## src/rtl/core/tpc_pkg.sv

```systemverilog
`timescale 1ns / 1ps
package tpc_pkg;
  localparam int unsigned FracBitsDefault = 16;
  localparam int unsigned CfgW = 11;

  // v*15/100 and v*85/100 as (v * k) >> 24 with k = 15 or 85 times 167773
  localparam logic [31:0] Pct15Mul = 32'd2516595;
  localparam logic [31:0] Pct85Mul = 32'd14260705;
  // last microcode step before the divides
  localparam logic [5:0]  LastStep = 6'd33;

  typedef enum logic [1:0] {
    REG_WIDTH    = 2'd0,
    REG_HEIGHT   = 2'd1,
    REG_HORZ_OFS = 2'd2,
    REG_VERT_OFS = 2'd3
  } cfg_reg_e;

  typedef enum logic [2:0] {
    ST_IDLE,
    ST_MUL,
    ST_DIVSTART,
    ST_DIVWAIT,
    ST_EMIT
  } state_e;

  // divider control/status
  typedef struct packed {
    logic        start;
    logic [63:0] dividend;
    logic [31:0] divisor;
  } div_req_t;

  typedef struct packed {
    logic        done;
    logic [31:0] quotient;
  } div_rsp_t;
endpackage

```

## src/rtl/core/tpc_div.sv

```systemverilog
`timescale 1ns / 1ps
// Signed 64 / 32 restoring divider, one quotient bit per cycle, truncates toward zero.
module tpc_div (
  input  logic              clk_i,
  input  logic              rst_ni,
  input  tpc_pkg::div_req_t req_i,
  output tpc_pkg::div_rsp_t rsp_o
);
  logic [63:0] quo_q, quo_d;
  logic [32:0] rem_q, rem_d;
  logic [31:0] dvs_q, dvs_d;
  logic [6:0]  cnt_q, cnt_d;
  logic        busy_q, busy_d, neg_q, neg_d, done_q, done_d;
  logic [32:0] trial;
  logic [63:0] qneg;

  always_comb begin
    quo_d  = quo_q;
    rem_d  = rem_q;
    dvs_d  = dvs_q;
    cnt_d  = cnt_q;
    busy_d = busy_q;
    neg_d  = neg_q;
    done_d = 1'b0;
    trial  = {rem_q[31:0], quo_q[63]} - {1'b0, dvs_q};
    if (req_i.start) begin
      quo_d  = req_i.dividend[63] ? (~req_i.dividend + 64'd1) : req_i.dividend;
      dvs_d  = req_i.divisor[31] ? (~req_i.divisor + 32'd1) : req_i.divisor;
      neg_d  = req_i.dividend[63] ^ req_i.divisor[31];
      rem_d  = '0;
      cnt_d  = 7'd64;
      busy_d = 1'b1;
    end else if (busy_q) begin
      if (!trial[32]) begin
        rem_d = trial;
        quo_d = {quo_q[62:0], 1'b1};
      end else begin
        rem_d = {rem_q[31:0], quo_q[63]};
        quo_d = {quo_q[62:0], 1'b0};
      end
      cnt_d = cnt_q - 7'd1;
      if (cnt_q == 7'd1) begin
        busy_d = 1'b0;
        done_d = 1'b1;
      end
    end
  end

  always_ff @(posedge clk_i or negedge rst_ni) begin
    if (!rst_ni) begin
      busy_q <= 1'b0;
      done_q <= 1'b0;
      cnt_q  <= '0;
    end else begin
      busy_q <= busy_d;
      done_q <= done_d;
      cnt_q  <= cnt_d;
    end
  end

  always_ff @(posedge clk_i) begin
    quo_q <= quo_d;
    rem_q <= rem_d;
    dvs_q <= dvs_d;
    neg_q <= neg_d;
  end

  assign qneg = ~quo_q + 64'd1;
  assign rsp_o.done = done_q;
  assign rsp_o.quotient = neg_q ? qneg[31:0] : quo_q[31:0];

  busy_count_a: assert property (@(posedge clk_i) disable iff (!rst_ni)
    busy_q |-> cnt_q != 7'd0) else $error("divider busy with zero count");
  done_idle_a: assert property (@(posedge clk_i) disable iff (!rst_ni)
    done_q |-> !busy_q) else $error("divider done while busy");
  start_busy_a: assert property (@(posedge clk_i) disable iff (!rst_ni)
    req_i.start |=> busy_q) else $error("divider did not start");
endmodule

```

## src/rtl/core/touch_three_point_calibration_top.sv

```systemverilog
`timescale 1ns / 1ps
// Three-point touch calibration.
// Input channel: a reading transfers when start_i is high and busy_o is low.
// Readings with pen_up_i set are dropped. The third valid reading starts the
// solve; earlier readings leave busy_o low.
// Output channel: six coefficients A..F, each on the result ports for one
// cycle with valid_o high; last_o marks F. degenerate_o flags a zero
// determinant, and the value is then 0. The receiver cannot stall; results
// simply appear.
// Sequence: one shared 32x32 multiply-add runs 34 steps (6 for the targets,
// 2 for the determinant, 26 for the numerators), then each coefficient in
// turn passes the shared bit-serial divider (start, quotient bits, done,
// emit) and is put on the ports. With a zero determinant the divider result
// is not awaited: each coefficient goes from start straight to emit. busy_o
// is high until F is presented, so the next reading can transfer in F's cycle.
// Configuration: cfg_we_i, cfg_index_i, cfg_data_i, written while idle.
// Reset restores 800x480 and zero offsets, and clears the sample count.
module touch_three_point_calibration_top #(
  parameter int unsigned FRACTION_BITS = tpc_pkg::FracBitsDefault
) (
  input  logic        clk_i,
  input  logic        rst_ni,
  input  logic        start_i,
  output logic        busy_o,
  input  logic        pen_up_i,
  input  logic [9:0]  raw_x_i,
  input  logic [9:0]  raw_y_i,
  input  logic        cfg_we_i,
  input  logic [1:0]  cfg_index_i,
  input  logic [10:0] cfg_data_i,
  output logic        valid_o,
  output logic [2:0]  coef_index_o,
  output logic signed [31:0] coef_value_o,
  output logic        degenerate_o,
  output logic        last_o
);
  logic [10:0] w_q, h_q, ho_q, vo_q;
  logic [9:0]  sx_q [3];
  logic [9:0]  sy_q [3];
  logic [1:0]  cnt_q;
  tpc_pkg::state_e st_q, st_d;
  logic [5:0]  step_q, step_d;
  logic [2:0]  ci_q, ci_d;
  // scratch: 0..2 dx, 3..5 dy, 6 det, 7 offset sum, 8 offset inner term,
  // 9..14 numerators A..F
  logic [31:0] r_q [15];
  logic [31:0] ma, mb, madd, term, acc_d;
  logic        msub, mscl;
  logic [55:0] prod;
  logic [3:0]  dst;
  logic        wen;
  logic        accept;
  tpc_pkg::div_req_t dreq;
  tpc_pkg::div_rsp_t drsp;
  logic [31:0] num_sel;
  logic        det_zero;
  logic        out_v_q;
  logic [31:0] out_val_q;
  logic [2:0]  out_idx_q;
  logic        out_deg_q;

  assign accept = start_i && !busy_o;
  assign busy_o = (st_q != tpc_pkg::ST_IDLE);

  always_ff @(posedge clk_i or negedge rst_ni) begin
    if (!rst_ni) begin
      w_q <= 11'd800; h_q <= 11'd480; ho_q <= '0; vo_q <= '0;
    end else if (cfg_we_i) begin
      case (cfg_index_i)
        tpc_pkg::REG_WIDTH:    w_q  <= cfg_data_i;
        tpc_pkg::REG_HEIGHT:   h_q  <= cfg_data_i;
        tpc_pkg::REG_HORZ_OFS: ho_q <= cfg_data_i;
        tpc_pkg::REG_VERT_OFS: vo_q <= cfg_data_i;
        default: ;
      endcase
    end
  end

  always_ff @(posedge clk_i) begin
    if (accept && !pen_up_i) begin
      sx_q[cnt_q] <= raw_x_i;
      sy_q[cnt_q] <= raw_y_i;
    end
  end

  // Microcode for the shared multiply-add: acc = madd +/- term, term = ma*mb,
  // or (ma*mb) >> 24 for the percent targets (exact while v*85 < 199728).
  // Steps 8..20 build the x numerators, 21..33 the same for y.
  always_comb begin
    logic [31:0] tx0, tx1, tx2, ty0, ty1, ty2;
    logic [31:0] d0, d1, d2;
    logic [3:0]  base;
    logic        isy;
    logic [5:0]  u;
    tx0 = {22'd0, sx_q[0]}; tx1 = {22'd0, sx_q[1]}; tx2 = {22'd0, sx_q[2]};
    ty0 = {22'd0, sy_q[0]}; ty1 = {22'd0, sy_q[1]}; ty2 = {22'd0, sy_q[2]};
    isy  = (step_q >= 6'd21);
    u    = isy ? (step_q - 6'd21) : (step_q - 6'd8);
    d0   = isy ? r_q[3] : r_q[0];
    d1   = isy ? r_q[4] : r_q[1];
    d2   = isy ? r_q[5] : r_q[2];
    base = isy ? 4'd12 : 4'd9;
    ma = '0; mb = '0; madd = '0; msub = 1'b0; mscl = 1'b0; dst = '0; wen = 1'b0;
    if (step_q < 6'd8) begin
      wen = 1'b1;
      case (step_q)
        6'd0: begin ma = {21'd0, w_q}; mb = tpc_pkg::Pct15Mul; madd = {21'd0, ho_q};
                    mscl = 1'b1; dst = 4'd0; end
        6'd1: begin ma = {21'd0, w_q}; mb = tpc_pkg::Pct85Mul; madd = {21'd0, ho_q};
                    mscl = 1'b1; dst = 4'd1; end
        6'd2: begin ma = {22'd0, w_q[10:1]}; mb = 32'd1; madd = {21'd0, ho_q};
                    dst = 4'd2; end
        6'd3: begin ma = {21'd0, h_q}; mb = tpc_pkg::Pct15Mul; madd = {21'd0, vo_q};
                    mscl = 1'b1; dst = 4'd3; end
        6'd4: begin ma = {22'd0, h_q[10:1]}; mb = 32'd1; madd = {21'd0, vo_q};
                    dst = 4'd4; end
        6'd5: begin ma = {21'd0, h_q}; mb = tpc_pkg::Pct85Mul; madd = {21'd0, vo_q};
                    mscl = 1'b1; dst = 4'd5; end
        6'd6: begin ma = tx0 - tx2; mb = ty1 - ty2; dst = 4'd6; end
        6'd7: begin ma = tx1 - tx2; mb = ty0 - ty2; madd = r_q[6]; msub = 1'b1;
                    dst = 4'd6; end
        default: wen = 1'b0;
      endcase
    end else begin
      wen = 1'b1;
      case (u)
        6'd0:  begin ma = d0 - d2; mb = ty1 - ty2; dst = base; end
        6'd1:  begin ma = d1 - d2; mb = ty0 - ty2; madd = r_q[base]; msub = 1'b1;
                     dst = base; end
        6'd2:  begin ma = tx0 - tx2; mb = d1 - d2; dst = base + 4'd1; end
        6'd3:  begin ma = d0 - d2; mb = tx1 - tx2; madd = r_q[base + 4'd1];
                     msub = 1'b1; dst = base + 4'd1; end
        // offset term: ty0*(tx2*d1 - tx1*d2) + ty1*(tx0*d2 - tx2*d0)
        //            + ty2*(tx1*d0 - tx0*d1)
        6'd4:  begin ma = tx2; mb = d1; dst = 4'd8; end
        6'd5:  begin ma = tx1; mb = d2; madd = r_q[8]; msub = 1'b1; dst = 4'd8; end
        6'd6:  begin ma = ty0; mb = r_q[8]; dst = 4'd7; end
        6'd7:  begin ma = tx0; mb = d2; dst = 4'd8; end
        6'd8:  begin ma = tx2; mb = d0; madd = r_q[8]; msub = 1'b1; dst = 4'd8; end
        6'd9:  begin ma = ty1; mb = r_q[8]; madd = r_q[7]; dst = 4'd7; end
        6'd10: begin ma = tx1; mb = d0; dst = 4'd8; end
        6'd11: begin ma = tx0; mb = d1; madd = r_q[8]; msub = 1'b1; dst = 4'd8; end
        6'd12: begin ma = ty2; mb = r_q[8]; madd = r_q[7]; dst = base + 4'd2; end
        default: wen = 1'b0;
      endcase
    end
  end

  assign prod  = {24'd0, ma} * {24'd0, mb};
  assign term  = mscl ? prod[55:24] : prod[31:0];
  assign acc_d = msub ? (madd - term) : (madd + term);

  always_ff @(posedge clk_i) begin
    if ((st_q == tpc_pkg::ST_MUL) && wen) r_q[dst] <= acc_d;
  end

  assign det_zero = (r_q[6] == 32'd0);
  always_comb begin
    num_sel = r_q[9];
    case (ci_q)
      3'd0: num_sel = r_q[9];
      3'd1: num_sel = r_q[10];
      3'd2: num_sel = r_q[11];
      3'd3: num_sel = r_q[12];
      3'd4: num_sel = r_q[13];
      3'd5: num_sel = r_q[14];
      default: num_sel = r_q[9];
    endcase
  end

  assign dreq.start    = (st_q == tpc_pkg::ST_DIVSTART);
  assign dreq.dividend = {{32{num_sel[31]}}, num_sel} << FRACTION_BITS;
  assign dreq.divisor  = r_q[6];

  tpc_div u_div (.clk_i(clk_i), .rst_ni(rst_ni), .req_i(dreq), .rsp_o(drsp));

  always_comb begin
    st_d = st_q; step_d = step_q; ci_d = ci_q;
    case (st_q)
      tpc_pkg::ST_IDLE: begin
        step_d = '0; ci_d = '0;
        if (accept && !pen_up_i && cnt_q == 2'd2) st_d = tpc_pkg::ST_MUL;
      end
      tpc_pkg::ST_MUL: begin
        step_d = step_q + 6'd1;
        if (step_q == tpc_pkg::LastStep) st_d = tpc_pkg::ST_DIVSTART;
      end
      tpc_pkg::ST_DIVSTART: st_d = det_zero ? tpc_pkg::ST_EMIT : tpc_pkg::ST_DIVWAIT;
      tpc_pkg::ST_DIVWAIT: if (drsp.done) st_d = tpc_pkg::ST_EMIT;
      tpc_pkg::ST_EMIT: begin
        ci_d = ci_q + 3'd1;
        st_d = (ci_q == 3'd5) ? tpc_pkg::ST_IDLE : tpc_pkg::ST_DIVSTART;
      end
      default: st_d = tpc_pkg::ST_IDLE;
    endcase
  end

  always_ff @(posedge clk_i or negedge rst_ni) begin
    if (!rst_ni) begin
      st_q <= tpc_pkg::ST_IDLE; step_q <= '0; ci_q <= '0; cnt_q <= '0; out_v_q <= 1'b0;
    end else begin
      st_q <= st_d; step_q <= step_d; ci_q <= ci_d;
      if (accept && !pen_up_i) cnt_q <= (cnt_q == 2'd2) ? 2'd0 : cnt_q + 2'd1;
      out_v_q <= (st_q == tpc_pkg::ST_EMIT);
    end
  end

  always_ff @(posedge clk_i) begin
    if (st_q == tpc_pkg::ST_EMIT) begin
      out_idx_q <= ci_q;
      out_deg_q <= det_zero;
      out_val_q <= det_zero ? 32'd0 : drsp.quotient;
    end
  end

  assign valid_o      = out_v_q;
  assign coef_index_o = out_idx_q;
  assign coef_value_o = out_val_q;
  assign degenerate_o = out_deg_q;
  assign last_o       = out_v_q && (out_idx_q == 3'd5);

  cnt_range_a: assert property (@(posedge clk_i) disable iff (!rst_ni)
    cnt_q != 2'd3) else $error("sample count out of range");
  emit_idx_a: assert property (@(posedge clk_i) disable iff (!rst_ni)
    valid_o |-> coef_index_o <= 3'd5) else $error("bad coefficient index");
  busy_out_a: assert property (@(posedge clk_i) disable iff (!rst_ni)
    (st_q == tpc_pkg::ST_EMIT) |=> valid_o) else $error("emit lost");
endmodule

```

## config.mk

```make
export PLATFORM = sky130hd
export DESIGN_NAME = touch_three_point_calibration_top
export DESIGN_NICKNAME = d
export VERILOG_FILES = /design/src/rtl/core/tpc_pkg.sv /design/src/rtl/core/tpc_div.sv /design/src/rtl/core/touch_three_point_calibration_top.sv
export SDC_FILE = /design/constraint.sdc
export NUM_CORES = 2
export LEC_CHECK = 0
export ABC_AREA = 1
export BUFFER_PORTS_ARGS = -buffer_cell sky130_fd_sc_hd__buf_2
export CORE_ASPECT_RATIO = 1.25
export CORE_MARGIN = 10
export CORE_UTILIZATION = 40
export CTS_CLUSTER_DIAMETER = 40
export DETAILED_ROUTE_END_ITERATION = 16
export HOLD_SLACK_MARGIN = 0.06
export PLACE_DENSITY = 0.66
export RECOVER_POWER = 25
export SYNTH_ARGS = -nofsm -noshare
export SYNTH_HDL_FRONTEND = slang
export SYNTH_SLANG_ARGS = --single-unit
```

## constraint.sdc

```tcl
create_clock -name clk_i -period 13.1 [get_ports clk_i]
set_input_delay 0.655 -clock clk_i [delete_from_list [all_inputs] [get_ports clk_i]]
set_output_delay 0.655 -clock clk_i [all_outputs]
set_load 0.01 [all_outputs]
```

==> run_results.csv <==
group,metric,value,unit
outcome,status,"finished, violations left",
outcome,violations,"capacitance limit, slew limit, setup timing",
die,pin_count,77,
sta,drv_slew,325,
sta,setup_viol,60,
setup_path,worstPathMaxFanout,8,
sta,hold_slack,0.168,ns
yosys,ys_async_sr_fraction,8.80,%
cts,clk_path_buf_depth,3,
final_layout,drive_gt1_share,27.1,%
global_route,antenna_found_initial,20,
placement,pre_cts_ws,-1.60,ns
cts,cts_tree,"done",
global_route,grt_max_degree,92,
yosys,yosysUniqueCellTypes,70,
setup_path,cp_slowest_stage_delay,0.61,ns
cts,clock-root-buffer,"clkbuf_16",
sta,period_share,101,%
setup_path,cp_slowest_cell,"fa_2",
cts,cts-htree-levels,3,
setup_path,cp.required,13.50,ns
sta,worstMarginPinSlew,3.65,ns
die,die_w,410,microns
placement,gp_congestion,1.04,
global_route,grt.busiest_layer,"met2",
sta,slew_headroom,-143,%
sta,finalClockSkew,0.102,ns
final_layout,syn_to_final_growth,33.3,%
worst_hold_path,min_path_type,"primary input to flop",
setup_path,critPathArrivalTime,13.66,ns
final_layout,final_cell_count_no_fill,13100,
yosys,synth_nets,10200,
die,row_count,179,
yosys,ys_seq_area_share,29.6,%
setup_path,cp-start-kind,"flop",
global_route,use_met3,7.18,%
cts,clock_latency,0.76,ns
yosys,synth_edf_count,673,
setup_path,path_buf_inv,23,
sta,hold_viol,0,
placement,io_buffer_count,76,
yosys,ys_seq_elements,773,
drt,viasPerCell,5.39,
global_route,grtUsageMet2,48.1,%
sta,rsz0062_at_grt,"yes",
yosys,syn_area_per_cell,8.61,sq um
cts,cts_sinks,773,
flow_run,maxCapViolCount,5,
setup_path,crit_type,"flop to flop",
cts,clk_pin_slew,0.06,ns
yosys,synth_top_area_share,26.5,%
sta,setup_tns,-4.06,ns
die,start_util,40.1,%
cts,tritoncts.num_buffers,106,
final_layout,num-nets-final,11700,
drt,vias,70400,
yosys,netlist_instances,8844,
global_route,grt_pass1_wl,456000,microns
drt,drt_pass1_iterations,8,
yosys,synthTopCellsByArea,"edfxtp_1 27%, fa_1 23%, nand2_1 9.6%, inv_1 8.0%, ha_1 6.5%",
global_route,grt_usage,29.4,%
drt,routedWlPerCell,24.4,microns
drt,wirelength,319000,microns
die,die_y,508,microns
yosys,synth_flop_cell,"edfxtp_1",
drt,post-route-drc-count,0,
setup_path,crit_top_cell,"buf_4",
placement,place_inst,12600,
setup_path,reg2reg_slack,-0.15,ns
sta,min_period,13.25,ns
global_route,first_global_vias,71600,
yosys,syn_area,76200,sq um
global_route,grt_remaining_overflow,0,
drt,drtAntennaViolNets,0,
die,core,190000,sq um
drt,drt-initial-drc-count,7214,
placement,place_hpwl,253000,microns
yosys,yosysTopAreaCell,"edfxtp_1",
global_route,gr-usage-met1,33.7,%
die,die-area,208000,sq um
sta,setup_ws,-0.153,ns
yosys,yosys_warnings,0,
setup_path,crit_family,"adder cells",
setup_path,endpoint_kind,"flop",
sta,fmax,75.5,MHz
==> cell type report <==
type	instances	area, sq um
Timing Repair inverter	2	18.8
Clock inverter	80	993
Multi-Input combinational cell	6091	50100
Clock buffer	119	2720
Inverter	1673	6390
Sequential cell	773	22600
Timing Repair Buffer	1789	15600
Antenna cell	8	20.0
Tap cell	2534	3170
Fill cell	17200	88400
==> worst paths after layout <==
path / to / startpoint / cells after the start
worst min register to register: h_q[4]$_DFFE_PN0P_ / h_q[4]$_DFFE_PN0P_ / 2
worst max-delay path: r_q[1][31]$_DFFE_PP_ / step_q[0]$_DFFE_PN0P_ / 68
worst max register to register: r_q[1][31]$_DFFE_PP_ / step_q[0]$_DFFE_PN0P_ / 68
min in group asynchronous: valid_o$_DFF_PN0_ / rst_ni / 2
max in group asynchronous: step_q[1]$_DFFE_PN0P_ / rst_ni / 3
worst min-delay path: sx_q[2][1]$_DFFE_PP_ / raw_x_i[1] / 1
==> sequential cells by signal, indices dropped and copies added (netlist names) <==
register	cells
h_q	11
u_div.busy_q	1
u_div.dvs_q	32
ho_q	11
sx_q	30
step_q	6
u_div.rem_q	32
r_q	480
st_q	3
u_div.cnt_q	7
u_div.quo_q	64
sy_q	30
degenerate_o	1
valid_o	1
ci_q	3
coef_index_o	3
coef_value_o	32
u_div.done_q	1
u_div.neg_q	1
vo_q	11
cnt_q	2
w_q	11
==> through the flow <==
step	utilization [%]	area, sq um
after floorplan	-	76300
after global placement	47.8	90800
after global routing	53.4	102000
final	53.5	102000
after detailed placement	47.8	90800
after CTS	51.0	96900
==> cell usage in the layout (no fill, tap or decap), types with 55 or more instances in the layout <==
cell / instances
a21oi_1: 258
buf_6: 71
clkbuf_1: 77
a221oi_1: 74
buf_4: 1468
edfxtp_1: 673
fa_1: 833
nand3_1: 216
inv_2: 98
nor2_1: 738
o21ai_0: 325
xnor2_1: 73
xor2_1: 143
ha_1: 313
clkbuf_16: 115
nor2_4: 55
nand4_1: 64
a21oi_2: 78
nand2_1: 1775
buf_12: 137
nand2_2: 165
ha_4: 73
nor2_2: 100
inv_1: 1538
dfrtp_1: 61
==> timing repair <==
| item | in CTS | in global routing |
|---|---|---|
| hold buffers | 1 | 0 |
| cloned | 9 | 9 |
| buffers inserted | 71 | 152 |
| resized for setup | 393 | 848 |
| pin swaps | 123 | 348 |
| endpoints found under the hold margin | 4 | 0 |
| setup endpoints to repair | 360 | 285 |
==> logic make-up after synthesis <==
| logic type | Yosys count | share of synthesized area, % |
|---|---|---|
| simple gates | 3350 | 18.0 |
| buf+inv | 1981 | 10.1 |
| fa+ha+maj | 1274 | 29.6 |
| compound gates | 1166 | 9.18 |
| flops | 773 | 29.6 |
| xor+xnor | 248 | 2.85 |
| mux | 52 | 0.683 |
==> layer usage <==
metal	up-vias	wire length (microns)
met5	-	107
li1	31300	-
met4	16	29600
met2	3657	146000
met3	1097	31600
met1	34300	111000
==> cells in the mapped netlist (15+ instances only) <==
master / n
o22ai_1: 53
xnor2_1: 81
inv_1: 1630
o2111ai_1: 40
a22oi_1: 15
o21bai_1: 26
inv_2: 31
clkbuf_1: 162
a221oi_1: 82
a21oi_1: 346
nand2_1: 1955
nand3b_1: 15
mux2i_1: 52
dfxtp_1: 32
nand4_1: 64
nand3_1: 254
edfxtp_1: 673
xor2_1: 167
or2_2: 25
a21o_1: 24
o211ai_1: 48
nor3_1: 71
nor2_1: 880
fa_1: 878
dfrtp_1: 61
a31oi_1: 47
a211oi_1: 20
ha_1: 396
buf_2: 100
o21ai_0: 389
buf_1: 27
Power is left out: the tool's default activity adds up to more than one toggle a clock period on the data nets, which glitch-free logic cannot reach.
